`config.mk`:
```
export PLATFORM = sky130hd
export DESIGN_NAME = signed_int_to_decimal_ascii_unit_flat
export DESIGN_NICKNAME = d
export VERILOG_FILES = /design/src/sidi_pkg.sv /design/src/sidi_if.sv /design/src/sidi_dabble_stage.sv /design/src/signed_int_to_decimal_ascii_unit.sv /design/src/flat_wrapper.sv
export SDC_FILE = /design/constraint.sdc
export NUM_CORES = 1
export LEC_CHECK = 0
export BUFFER_PORTS_ARGS = -buffer_cell sky130_fd_sc_hd__clkbuf_2
export CORE_MARGIN = 1
export CORE_UTILIZATION = 37
export CTS_CLUSTER_SIZE = 28
export DETAILED_ROUTE_END_ITERATION = 10
export HOLD_SLACK_MARGIN = 0.1
export PLACE_DENSITY = 0.59
export SLEW_MARGIN = 20
export SYNTH_ARGS = -nofsm -noshare
export SYNTH_HDL_FRONTEND = slang
export SYNTH_SLANG_ARGS = --single-unit
```
`constraint.sdc`:
```
create_clock -name clk -period 8.6 [get_ports clk]
set_input_delay 0.86 -clock clk [delete_from_list [all_inputs] [get_ports clk]]
set_output_delay 0.86 -clock clk [all_outputs]
set_load 0.01 [all_outputs]
```
`src/sidi_pkg.sv`:
```
// ----------------------------------------------------------------------------
// sidi_pkg: shared types and constants
// Widths, character codes and the pipeline payload of the decimal text unit.
// ----------------------------------------------------------------------------
package sidi_pkg;

  localparam int ValueW        = 32;
  localparam int NumDigits     = 10;
  localparam int BcdW          = 4 * NumDigits;
  localparam int StepsPerStage = 8;
  localparam int NumStages     = ValueW / StepsPerStage;
  localparam int IdxW          = $clog2(NumDigits);
  localparam int CharW         = 8;

  localparam logic [CharW-1:0] CharMinus = 8'd45;
  localparam logic [CharW-1:0] CharZero  = 8'd48;

  typedef logic [3:0] digit_t;

  typedef struct packed {
    logic              neg;
    logic [ValueW-1:0] bin;
    logic [BcdW-1:0]   bcd;
  } dab_t;

endpackage

```
`src/sidi_if.sv`:
```
// ----------------------------------------------------------------------------
// sidi_if: stream channels
// Input value channel and output character channel, valid/ready handshake.
// ----------------------------------------------------------------------------
interface sidi_in_if;
  logic                valid;
  logic                ready;
  logic signed [31:0]  value;

  modport source (output valid, output value, input ready);
  modport sink   (input valid, input value, output ready);
endinterface

interface sidi_out_if;
  logic       valid;
  logic       ready;
  logic [7:0] character;
  logic       last;

  modport source (output valid, output character, output last, input ready);
  modport sink   (input valid, input character, input last, output ready);
endinterface

```
`src/sidi_dabble_stage.sv`:
```
// ----------------------------------------------------------------------------
// sidi_dabble_stage: one binary-to-BCD pipeline stage
// Shifts a slice of the binary magnitude into the BCD digits, with add-3
// correction, and registers the result behind a valid/ready handshake.
// ----------------------------------------------------------------------------
module sidi_dabble_stage (
  input  logic          clk,
  input  logic          rst_n,
  input  logic          valid_i,
  output logic          ready_o,
  input  sidi_pkg::dab_t data_i,
  output logic          valid_o,
  input  logic          ready_i,
  output sidi_pkg::dab_t data_o
);
  import sidi_pkg::*;

  logic valid_r;
  dab_t data_r;
  dab_t data_nxt;

  always_comb begin
    logic [BcdW-1:0]   bcd;
    logic [ValueW-1:0] bin;
    bcd = data_i.bcd;
    bin = data_i.bin;
    for (int s = 0; s < StepsPerStage; s++) begin
      for (int d = 0; d < NumDigits; d++) begin
        if (bcd[4*d +: 4] >= 4'd5) begin
          bcd[4*d +: 4] = bcd[4*d +: 4] + 4'd3;
        end
      end
      {bcd, bin} = {bcd[BcdW-2:0], bin, 1'b0};
    end
    data_nxt.neg = data_i.neg;
    data_nxt.bin = bin;
    data_nxt.bcd = bcd;
  end

  assign ready_o = !valid_r || ready_i;
  assign valid_o = valid_r;
  assign data_o  = data_r;

  always_ff @(posedge clk) begin
    if (!rst_n) begin
      valid_r <= 1'b0;
    end else if (ready_o) begin
      valid_r <= valid_i;
    end
  end

  always_ff @(posedge clk) begin
    if (valid_i && ready_o) begin
      data_r <= data_nxt;
    end
  end

endmodule

```
`src/signed_int_to_decimal_ascii_unit.sv`:
```
// ----------------------------------------------------------------------------
// signed_int_to_decimal_ascii_unit: signed 32-bit integer to decimal text
// Converts each input word to its ASCII decimal text, one character per
// output word, most significant first.
// ----------------------------------------------------------------------------
// Usage:
//   in_if  : one signed 32-bit value per word (valid/ready).
//   out_if : one ASCII character per word; last marks the final character.
//   A negative value emits '-' first; zero emits "0"; no leading zeros.
// Pipeline: an input word passes one magnitude stage, four 8-bit BCD stages
//   and one load register before its first character is valid.
// Flow: the character serializer paces the unit; a value's text is 1 to 11
//   characters long and the next value waits for the last of them. The BCD
//   pipeline holds up to five values behind it, so a new value is loaded
//   at the edge that takes the previous one's last character, with no gap.
// Reset: synchronous, active low; all stages and the serializer empty.
// Stall: out_if.ready low holds the current character; the pipeline fills
//   and then drops in_if.ready. Nothing is lost or repeated.
// ----------------------------------------------------------------------------
module signed_int_to_decimal_ascii_unit (
  input  logic clk,
  input  logic rst_n,
  sidi_in_if.sink    in_if,
  sidi_out_if.source out_if
);
  import sidi_pkg::*;

  // magnitude stage
  logic s0_valid_r;
  dab_t s0_data_r;
  logic s0_ready;

  logic [NumStages:0] st_valid;
  logic [NumStages:0] st_ready;
  dab_t               st_data [NumStages+1];

  // serializer
  logic                busy_r;
  logic                sign_r;
  logic [BcdW-1:0]     bcd_r;
  logic [IdxW-1:0]     idx_r;
  logic                ser_ready;
  logic                ser_load;
  logic                out_fire;
  logic [IdxW-1:0]     top_idx;
  logic [ValueW-1:0]   raw;

  assign raw      = in_if.value;
  assign s0_ready = !s0_valid_r || st_ready[0];
  assign in_if.ready = s0_ready;

  always_ff @(posedge clk) begin
    if (!rst_n) begin
      s0_valid_r <= 1'b0;
    end else if (s0_ready) begin
      s0_valid_r <= in_if.valid;
    end
  end

  always_ff @(posedge clk) begin
    if (in_if.valid && s0_ready) begin
      s0_data_r.neg <= raw[ValueW-1];
      s0_data_r.bin <= raw[ValueW-1] ? (~raw + 1'b1) : raw;
      s0_data_r.bcd <= '0;
    end
  end

  assign st_valid[0] = s0_valid_r;
  assign st_data[0]  = s0_data_r;

  for (genvar k = 0; k < NumStages; k++) begin : g_stage
    sidi_dabble_stage u_stage (
      .clk     (clk),
      .rst_n   (rst_n),
      .valid_i (st_valid[k]),
      .ready_o (st_ready[k]),
      .data_i  (st_data[k]),
      .valid_o (st_valid[k+1]),
      .ready_i (st_ready[k+1]),
      .data_o  (st_data[k+1])
    );
  end

  // highest nonzero digit, zero gives digit 0
  always_comb begin
    top_idx = '0;
    for (int i = 0; i < NumDigits; i++) begin
      if (st_data[NumStages].bcd[4*i +: 4] != 4'd0) begin
        top_idx = IdxW'(i);
      end
    end
  end

  assign out_fire  = out_if.valid && out_if.ready;
  assign ser_ready = !busy_r || (out_fire && out_if.last);
  assign ser_load  = st_valid[NumStages] && ser_ready;
  assign st_ready[NumStages] = ser_ready;

  always_ff @(posedge clk) begin
    if (!rst_n) begin
      busy_r <= 1'b0;
      sign_r <= 1'b0;
      idx_r  <= '0;
    end else if (ser_load) begin
      busy_r <= 1'b1;
      sign_r <= st_data[NumStages].neg;
      idx_r  <= top_idx;
    end else if (out_fire) begin
      if (sign_r) begin
        sign_r <= 1'b0;
      end else if (idx_r == '0) begin
        busy_r <= 1'b0;
      end else begin
        idx_r <= idx_r - 1'b1;
      end
    end
  end

  always_ff @(posedge clk) begin
    if (ser_load) begin
      bcd_r <= st_data[NumStages].bcd;
    end
  end

  assign out_if.valid     = busy_r;
  assign out_if.character = sign_r ? CharMinus
                                   : (CharZero | CharW'(bcd_r[4*idx_r +: 4]));
  assign out_if.last      = !sign_r && (idx_r == '0);

  a_idx_range: assert property (@(posedge clk) disable iff (!rst_n)
    busy_r |-> (idx_r < IdxW'(NumDigits)))
    else $error("digit index out of range");

  a_done: assert property (@(posedge clk) disable iff (!rst_n)
    out_fire && out_if.last && !ser_load |=> !busy_r)
    else $error("serializer busy after last character");

  a_hold: assert property (@(posedge clk) disable iff (!rst_n)
    st_valid[NumStages] && !ser_ready |=>
      st_valid[NumStages] && $stable(st_data[NumStages]))
    else $error("converted value lost while serializer busy");

endmodule
```
`src/flat_wrapper.sv`:
```
// flat-port wrapper written by rule: the top's interface ports become plain ports
module signed_int_to_decimal_ascii_unit_flat import sidi_pkg::*;
  (clk, rst_n, in_if_valid, in_if_value, in_if_ready, out_if_valid, out_if_character, out_if_last, out_if_ready);
  sidi_in_if in_if_i ();
  sidi_out_if out_if_i ();
  input  logic clk;
  input  logic rst_n;
  input wire logic [$bits(in_if_i.valid)-1:0] in_if_valid;
  input wire logic [$bits(in_if_i.value)-1:0] in_if_value;
  output wire logic [$bits(in_if_i.ready)-1:0] in_if_ready;
  output wire logic [$bits(out_if_i.valid)-1:0] out_if_valid;
  output wire logic [$bits(out_if_i.character)-1:0] out_if_character;
  output wire logic [$bits(out_if_i.last)-1:0] out_if_last;
  input wire logic [$bits(out_if_i.ready)-1:0] out_if_ready;
  assign in_if_i.valid = in_if_valid;
  assign in_if_i.value = in_if_value;
  assign in_if_ready = in_if_i.ready;
  assign out_if_valid = out_if_i.valid;
  assign out_if_character = out_if_i.character;
  assign out_if_last = out_if_i.last;
  assign out_if_i.ready = out_if_ready;
  signed_int_to_decimal_ascii_unit u_core (.clk(clk), .rst_n(rst_n), .in_if(in_if_i), .out_if(out_if_i));
endmodule
```
# Word-level counts from Yosys, hierarchy flattened
# Index checks and enable logic that the tools add are counted.
# totals
register_bits	284
in_bits	36
out_inout_bits	11
word_cells	882
# op_classes
n_addsub	267
n_lt_le_gt_ge	265
eq_ne	2
shifts	1
muxes	286
bitwise_logic	1
reduce_logical	36
# ops
cell	count
$ge 4x3->1 const B	255
$mux 4	240
$add 4x2->4 const B	234
$mux 3	34
$add 3x2->3 const B	21
$shiftx 40x7->4	1
$reduce_bool 4->1	9
$add 32x1->32 const B	1
$not 32->32	1
$mux 31	1
$add 1x2->3 const AB	9
$ge 1x3->1 const AB	9
$logic_and 1x1->1	9
$mux 1	8
$logic_not 1->1	7
$logic_or 1x1->1	6
$reduce_and 3->1	2
$mux 5	1
$logic_not 4->1	1
$mux 2	2
$reduce_bool 2->1	2
$sub 4x1->4 const B	1
$add 1x2->3 const B	1
$ge 1x3->1 const B	1
other kinds (2)	2

# Depth between registers and ports, before layout
# depth
depth_word	16
ltp_mapped	37
depth_no_buf	36

# Cells and area by module
# From an unflattened synthesis, not the netlist that was laid out.
# hier_totals
hier_cells	7441
hier_area_um2	56699.4
# by_module_without_submodules
mod	n_inst	cells_per_inst	area_each_um2	seq_area_each_um2
sidi_dabble_stage	4	1792	13230.2	1971.9
signed_int_to_decimal_ascii_unit	1	273	3778.6	2332.2

# Least setup slack after synthesis
# Ideal clock, no wire load.
# synth_timing
path_type	flip-flop to flip-flop
startpoint	reg u_core.g_stage[2].u_stage.data_r, in the netlist u_core.g_stage[2].u_stage.data_o[0]
endpoint	reg u_core.g_stage[3].u_stage.data_r, in the netlist u_core.g_stage[3].u_stage.data_o[15], data pin
setup_ns	0.145
arrival_time_ns	6.982
required_time_ns	8.455
path_slack_ns	1.473
path_stages_with_launch	36
n_path_buf	4
synth_period_minus_slack_ns	7.127
path_cell_list	edfxtp_1 buf_2 inv_1 ha_1 buf_2 and2b_1 nor3_1 or2_1 clkbuf_1 ha_1 nor3_1 o211a_1 or4_1 o2111ai_2 inv_2 or3_4 a21o_1 and2_1 buf_6 ha_1 o211ai_1 a21o_1 a21oi_1 or2_0 or3_4 nand2_1 ha_1 inv_1 a21o_1 mux2i_1 inv_1 ha_1 a21oi_2 a311oi_4 or3b_1 o21ai_1
# synth_rtl
item	line	source
from (decl)	sidi_dabble_stage.sv:19	dab_t data_r;
from (signal assigned)	sidi_dabble_stage.sv:54	data_r <= data_nxt;
to (signal assigned)	sidi_dabble_stage.sv:54	
to (decl)	sidi_dabble_stage.sv:19	

==> results <==
- Across the routed clock network, the largest skew measured is 48.7 ps.
- The total of hold buffers inserted after clock tree synthesis is 0.
- The checks that failed: design-rule violations.
- The number of clock sinks is 238.
- The flow ran to the end, but the final reports show violations.
- Yosys attributes the largest share of cell area to edfxtp_1 (25%), ha_1 (6.6%), o21ai_0 (4.5%).
- By instance count, the cell type seen most on the critical path is ha_1.
- The number of inserted filler cells in the final layout is 7,388.
- The sum of net half-perimeters after detailed placement is 44,200 um.
- The count of buffers inserted at the top-level ports is 43.
- Data on the critical path arrives at its endpoint at 8160 ps.
- The number of warnings printed during yosys synthesis is 0.
- Averaged over all synthesized cells, the footprint is 8.10 um^2.
- On the critical path, the stage with the largest delay is an instance of or3b_2.
- The total of cells resized after clock tree synthesis is 0.
- The number of nets with antenna violations after routing is 0.
- The post-CTS clock slew at the launch and capture registers of the worst setup and hold paths is 60 ps.
- The aggregate routed wire length is 57,800 um.
- For this run the aggregate overflow at the end of global routing stands at 0.
- The shortest period the worst path allows is 7870 ps.
- In the synthesized netlist the async set-or-reset flop fraction comes to 0%.
- The share of the Yosys chip area taken by registers is 25.5%.
- The part of the cycle the worst path needs is 91.5%.
- The sum of negative setup slack is 0 ps.
- The total CTS buffers is 28.
- 47 I/O pins were placed.
- Setup repair after global routing left no endpoint under its margin.
- The worst pin sits at a relative slew slack of 26.9%.
- The cell area that synthesis handed to floorplanning was 27,600 um^2.
- The via count of the routed design is 24,600.
- For this run, the leading register cell type out of synthesis is edfxtp_1.
- The clock network latency to the later pin of the worst-skew pair is 590 ps.
- The pin slew with the least headroom to its limit is 1090 ps.
- The number of endpoints with negative hold slack in the final report is 0.
- The critical path is of the flip-flop to flip-flop type.
- Yosys mapped the design onto 113 distinct sky130hd cell types.
- The CTS tree is built.
- In this run the critical register-to-register path is launched from u_core.g_stage[1].u_stage.data_o[0].
- The maximum clock frequency is 0.127 GHz.
- The post-CTS setup repair buffer count is 0.
- The total area inside the core boundary comes to 73,300 um^2.
- The floorplan step defined a die boundary enclosing 75,700 um^2.
- The first global-routing pass estimated 101,000 um of wire.
- The area growth from synthesis to layout is 7.62%.
- The count of endpoints failing setup in the final report is 0.
- The final antenna diode count is 0.
- The kind of cell with the highest combined delay along the critical path is compound AO/OA/AOI/OAI gates.
- The worst path required time is 8900 ps.
- Counting flops and latches in the post-synthesis netlist gives 238.
- The via density per instance is 5.63.
- The effective utilization at floorplan is 37.6%.
- The number of max-cap violations is 0.
- The routed wirelength normalized by instance count is 13.2 um.
- The highest cell delay on the worst timing path is 460 ps.
- The root buffer cell chosen for the clock tree is clkbuf_16.
- The deepest clock path buffer count is 3.
- The number of enable-type register cells in the synthesized netlist is 227.
- The source of the critical timing path is u_core.g_stage[1].u_stage.data_o[0].
- The total DRC errors in the routed layout is 2.
- The via count of the first global-routing pass is 22,000.
- The number of cells on the worst reg-to-reg path is 31.
- The number of optimization iterations in the first detailed-route pass is 9.
- The cell depth of the worst setup path is 31.
- The area share of the largest cell type after synthesis is 24.7%.
- The final max-slew violation count was 0.
- The reg-to-reg critical path endpoint is u_core.g_stage[2].u_stage.data_o[17].
- The kind of end point of the critical path is a flip-flop.
- The width of the chip is 275 um.
- The weighted congestion reported at the end of routability-driven placement is 0.825.
- The floorplan die height is 275 um.
- The initial detailed-routing violation count is 1,667.
- The synthesized instance count is 3,406.
- In the final layout, the share of cells above drive strength 1 is 8.27%.
- The net count of the finished layout is 3,572.
- The worst hold path belongs to the class flip-flop to flip-flop.
- Following the worst setup path forward leads to its endpoint at u_core.g_stage[2].u_stage.data_o[17].
- The cell accounting for the most synthesized area is edfxtp_1.
- The number of buffers and inverters on the critical path is 3.
- The register-to-register setup slack is 730 ps.
- The number of antenna violations at the first check in global routing is 1.
- The worst hold-check slack is 417 ps.
- In this run the worst path has a maximum fanout of 18.
- The site row count is 99.
- STA classifies the critical path startpoint as a flip-flop.
- Entering global routing, the biggest net connects 48 pins.
- The total track usage is 15.0%.
- The H-tree depth is 1.
==> sequential cells by signal (all words and copies together) (netlist names) <==
name,flops
u_core.bcd_r,40
u_core.g_stage.u_stage.data_o,154
u_core.g_stage.u_stage.valid_o,4
u_core.idx_r,4
u_core.out_if.valid,1
u_core.s0_data_r,33
u_core.s0_valid_r,1
u_core.sign_r,1
==> cell type report <==
cell class | count | area (um^2) | area share [%]
timing repair buffer | 64 | 398 | 1.34
sequential | 238 | 7040 | 23.7
clock inverter | 18 | 180 | 0.607
clock buffer | 32 | 716 | 2.41
inverter | 207 | 777 | 2.62
tap | 959 | 1200 | 4.04
multi-input combinational | 2851 | 19400 | 65.3
==> cell families (layout without fill, tap and decap cells) <==
group	Yosys count	count (layout)	synth area share (%)
AND/OR/NAND/NOR	1132	1132	20.3
buffers and inverters	318	321	4.44
multiplexers	186	186	7.45
other	2	3	0.0272
AO/OA/AOI/OAI	1251	1251	31.4
adder cells (fa/ha/maj)	149	149	6.73
XOR/XNOR	130	130	4.23
flip-flops	238	238	25.5
==> worst register-to-register path, delay by kind of cell, from the launching register on <==
family | cells | cell delay, ps
AOI/OAI and AO/OA | 13 | 2990
DFF | 1 | 350
and+or+nand+nor | 11 | 2770
adders and majority gates | 4 | 1030
buffers and inverters | 3 | 430
==> cells in the final DEF, fill, tap and decap left out, drive strengths merged, types with 39 or more instances in the layout <==
cell type	netlist	final
nand2	298	298
o21ai	279	279
nor2	255	255
edfxtp	227	227
a21oi	221	221
inv	204	208
ha	146	146
mux2i	118	118
nand3	109	109
xnor2	101	101
nor3	81	81
a211oi	77	77
clkbuf	91	75
nand2b	72	72
o211ai	72	72
mux2	60	60
o21a	56	56
or2	56	56
a31oi	50	50
nor2b	48	48
and2	47	47
o22ai	43	43
or3	43	43
a21o	39	39
==> through the flow <==
stage | setup slack (ps) | utilization, % | cells | cell area, um^2
2_1_floorplan | 1470 | - | 3407 | 27600
3_3_place_gp | 1000 | 39.2 | 4317 | 28800
3_5_place_dp | 854 | 39.2 | 4317 | 28800
4_1_cts | 781 | 40.4 | 4367 | 29700
5_1_grt | 86.1 | 40.5 | 4369 | 29700
6_report | 734 | 40.5 | 4369 | 29700
==> worst min path at each step <==
| stage | start | endpoint | cells after the start |
|---|---|---|---|
| 2_1_floorplan | u_core.g_stage[3].u_stage.data_o[0] | u_core.bcd_r[0] | 0 |
| 3_3_place_gp | u_core.s0_data_r[57] | u_core.g_stage[0].u_stage.data_o[65] | 0 |
| 3_5_place_dp | u_core.s0_data_r[45] | u_core.g_stage[0].u_stage.data_o[53] | 0 |
| 4_1_cts | u_core.s0_data_r[61] | u_core.g_stage[0].u_stage.data_o[69] | 0 |
| 5_1_grt | u_core.g_stage[1].u_stage.data_o[64] | u_core.g_stage[2].u_stage.data_o[0] | 0 |
| 6_report | u_core.s0_data_r[49] | u_core.g_stage[0].u_stage.data_o[57] | 0 |
==> layer usage <==
| layer | vias to the layer above | global-route usage, % | share of wire [%] |
|---|---|---|---|
| li1 | 13000 | - | - |
| met1 | 11200 | 21.2 | 52 |
| met5 | - | 0 | 0 |
| met3 | 46 | 1.42 | 2.3 |
| met2 | 269 | 25.0 | 45 |
| met4 | 0 | 2.43 | 1.3 |
==> synth_stat cells (19+ instances only) <==
| cell | n |
|---|---|
| a31oi_1 | 50 |
| nor2_1 | 255 |
| nand3_1 | 109 |
| inv_1 | 201 |
| and3_1 | 27 |
| a21boi_0 | 31 |
| edfxtp_1 | 227 |
| ha_1 | 146 |
| a211oi_1 | 75 |
| o21bai_1 | 25 |
| xor2_1 | 28 |
| o21ai_1 | 29 |
| or3_1 | 41 |
| o21ai_0 | 250 |
| o22ai_1 | 43 |
| nand2b_1 | 72 |
| o31ai_1 | 24 |
| a211o_1 | 22 |
| or2_2 | 44 |
| o2bb2ai_1 | 22 |
| a22oi_1 | 25 |
| nor4_1 | 20 |
| and2_1 | 45 |
| o211ai_1 | 72 |
| nor3_1 | 80 |
| clkbuf_1 | 90 |
| nand2_1 | 298 |
| a21oi_1 | 218 |
| xnor2_1 | 99 |
| o21a_1 | 56 |
| o32ai_1 | 19 |
| a21o_1 | 39 |
| o211a_1 | 24 |
| mux2i_1 | 116 |
| nor2b_1 | 48 |
| mux2_2 | 57 |
Power is left out: the tool's default activity adds up to more than one toggle a clock period on the data nets, which glitch-free logic cannot reach.
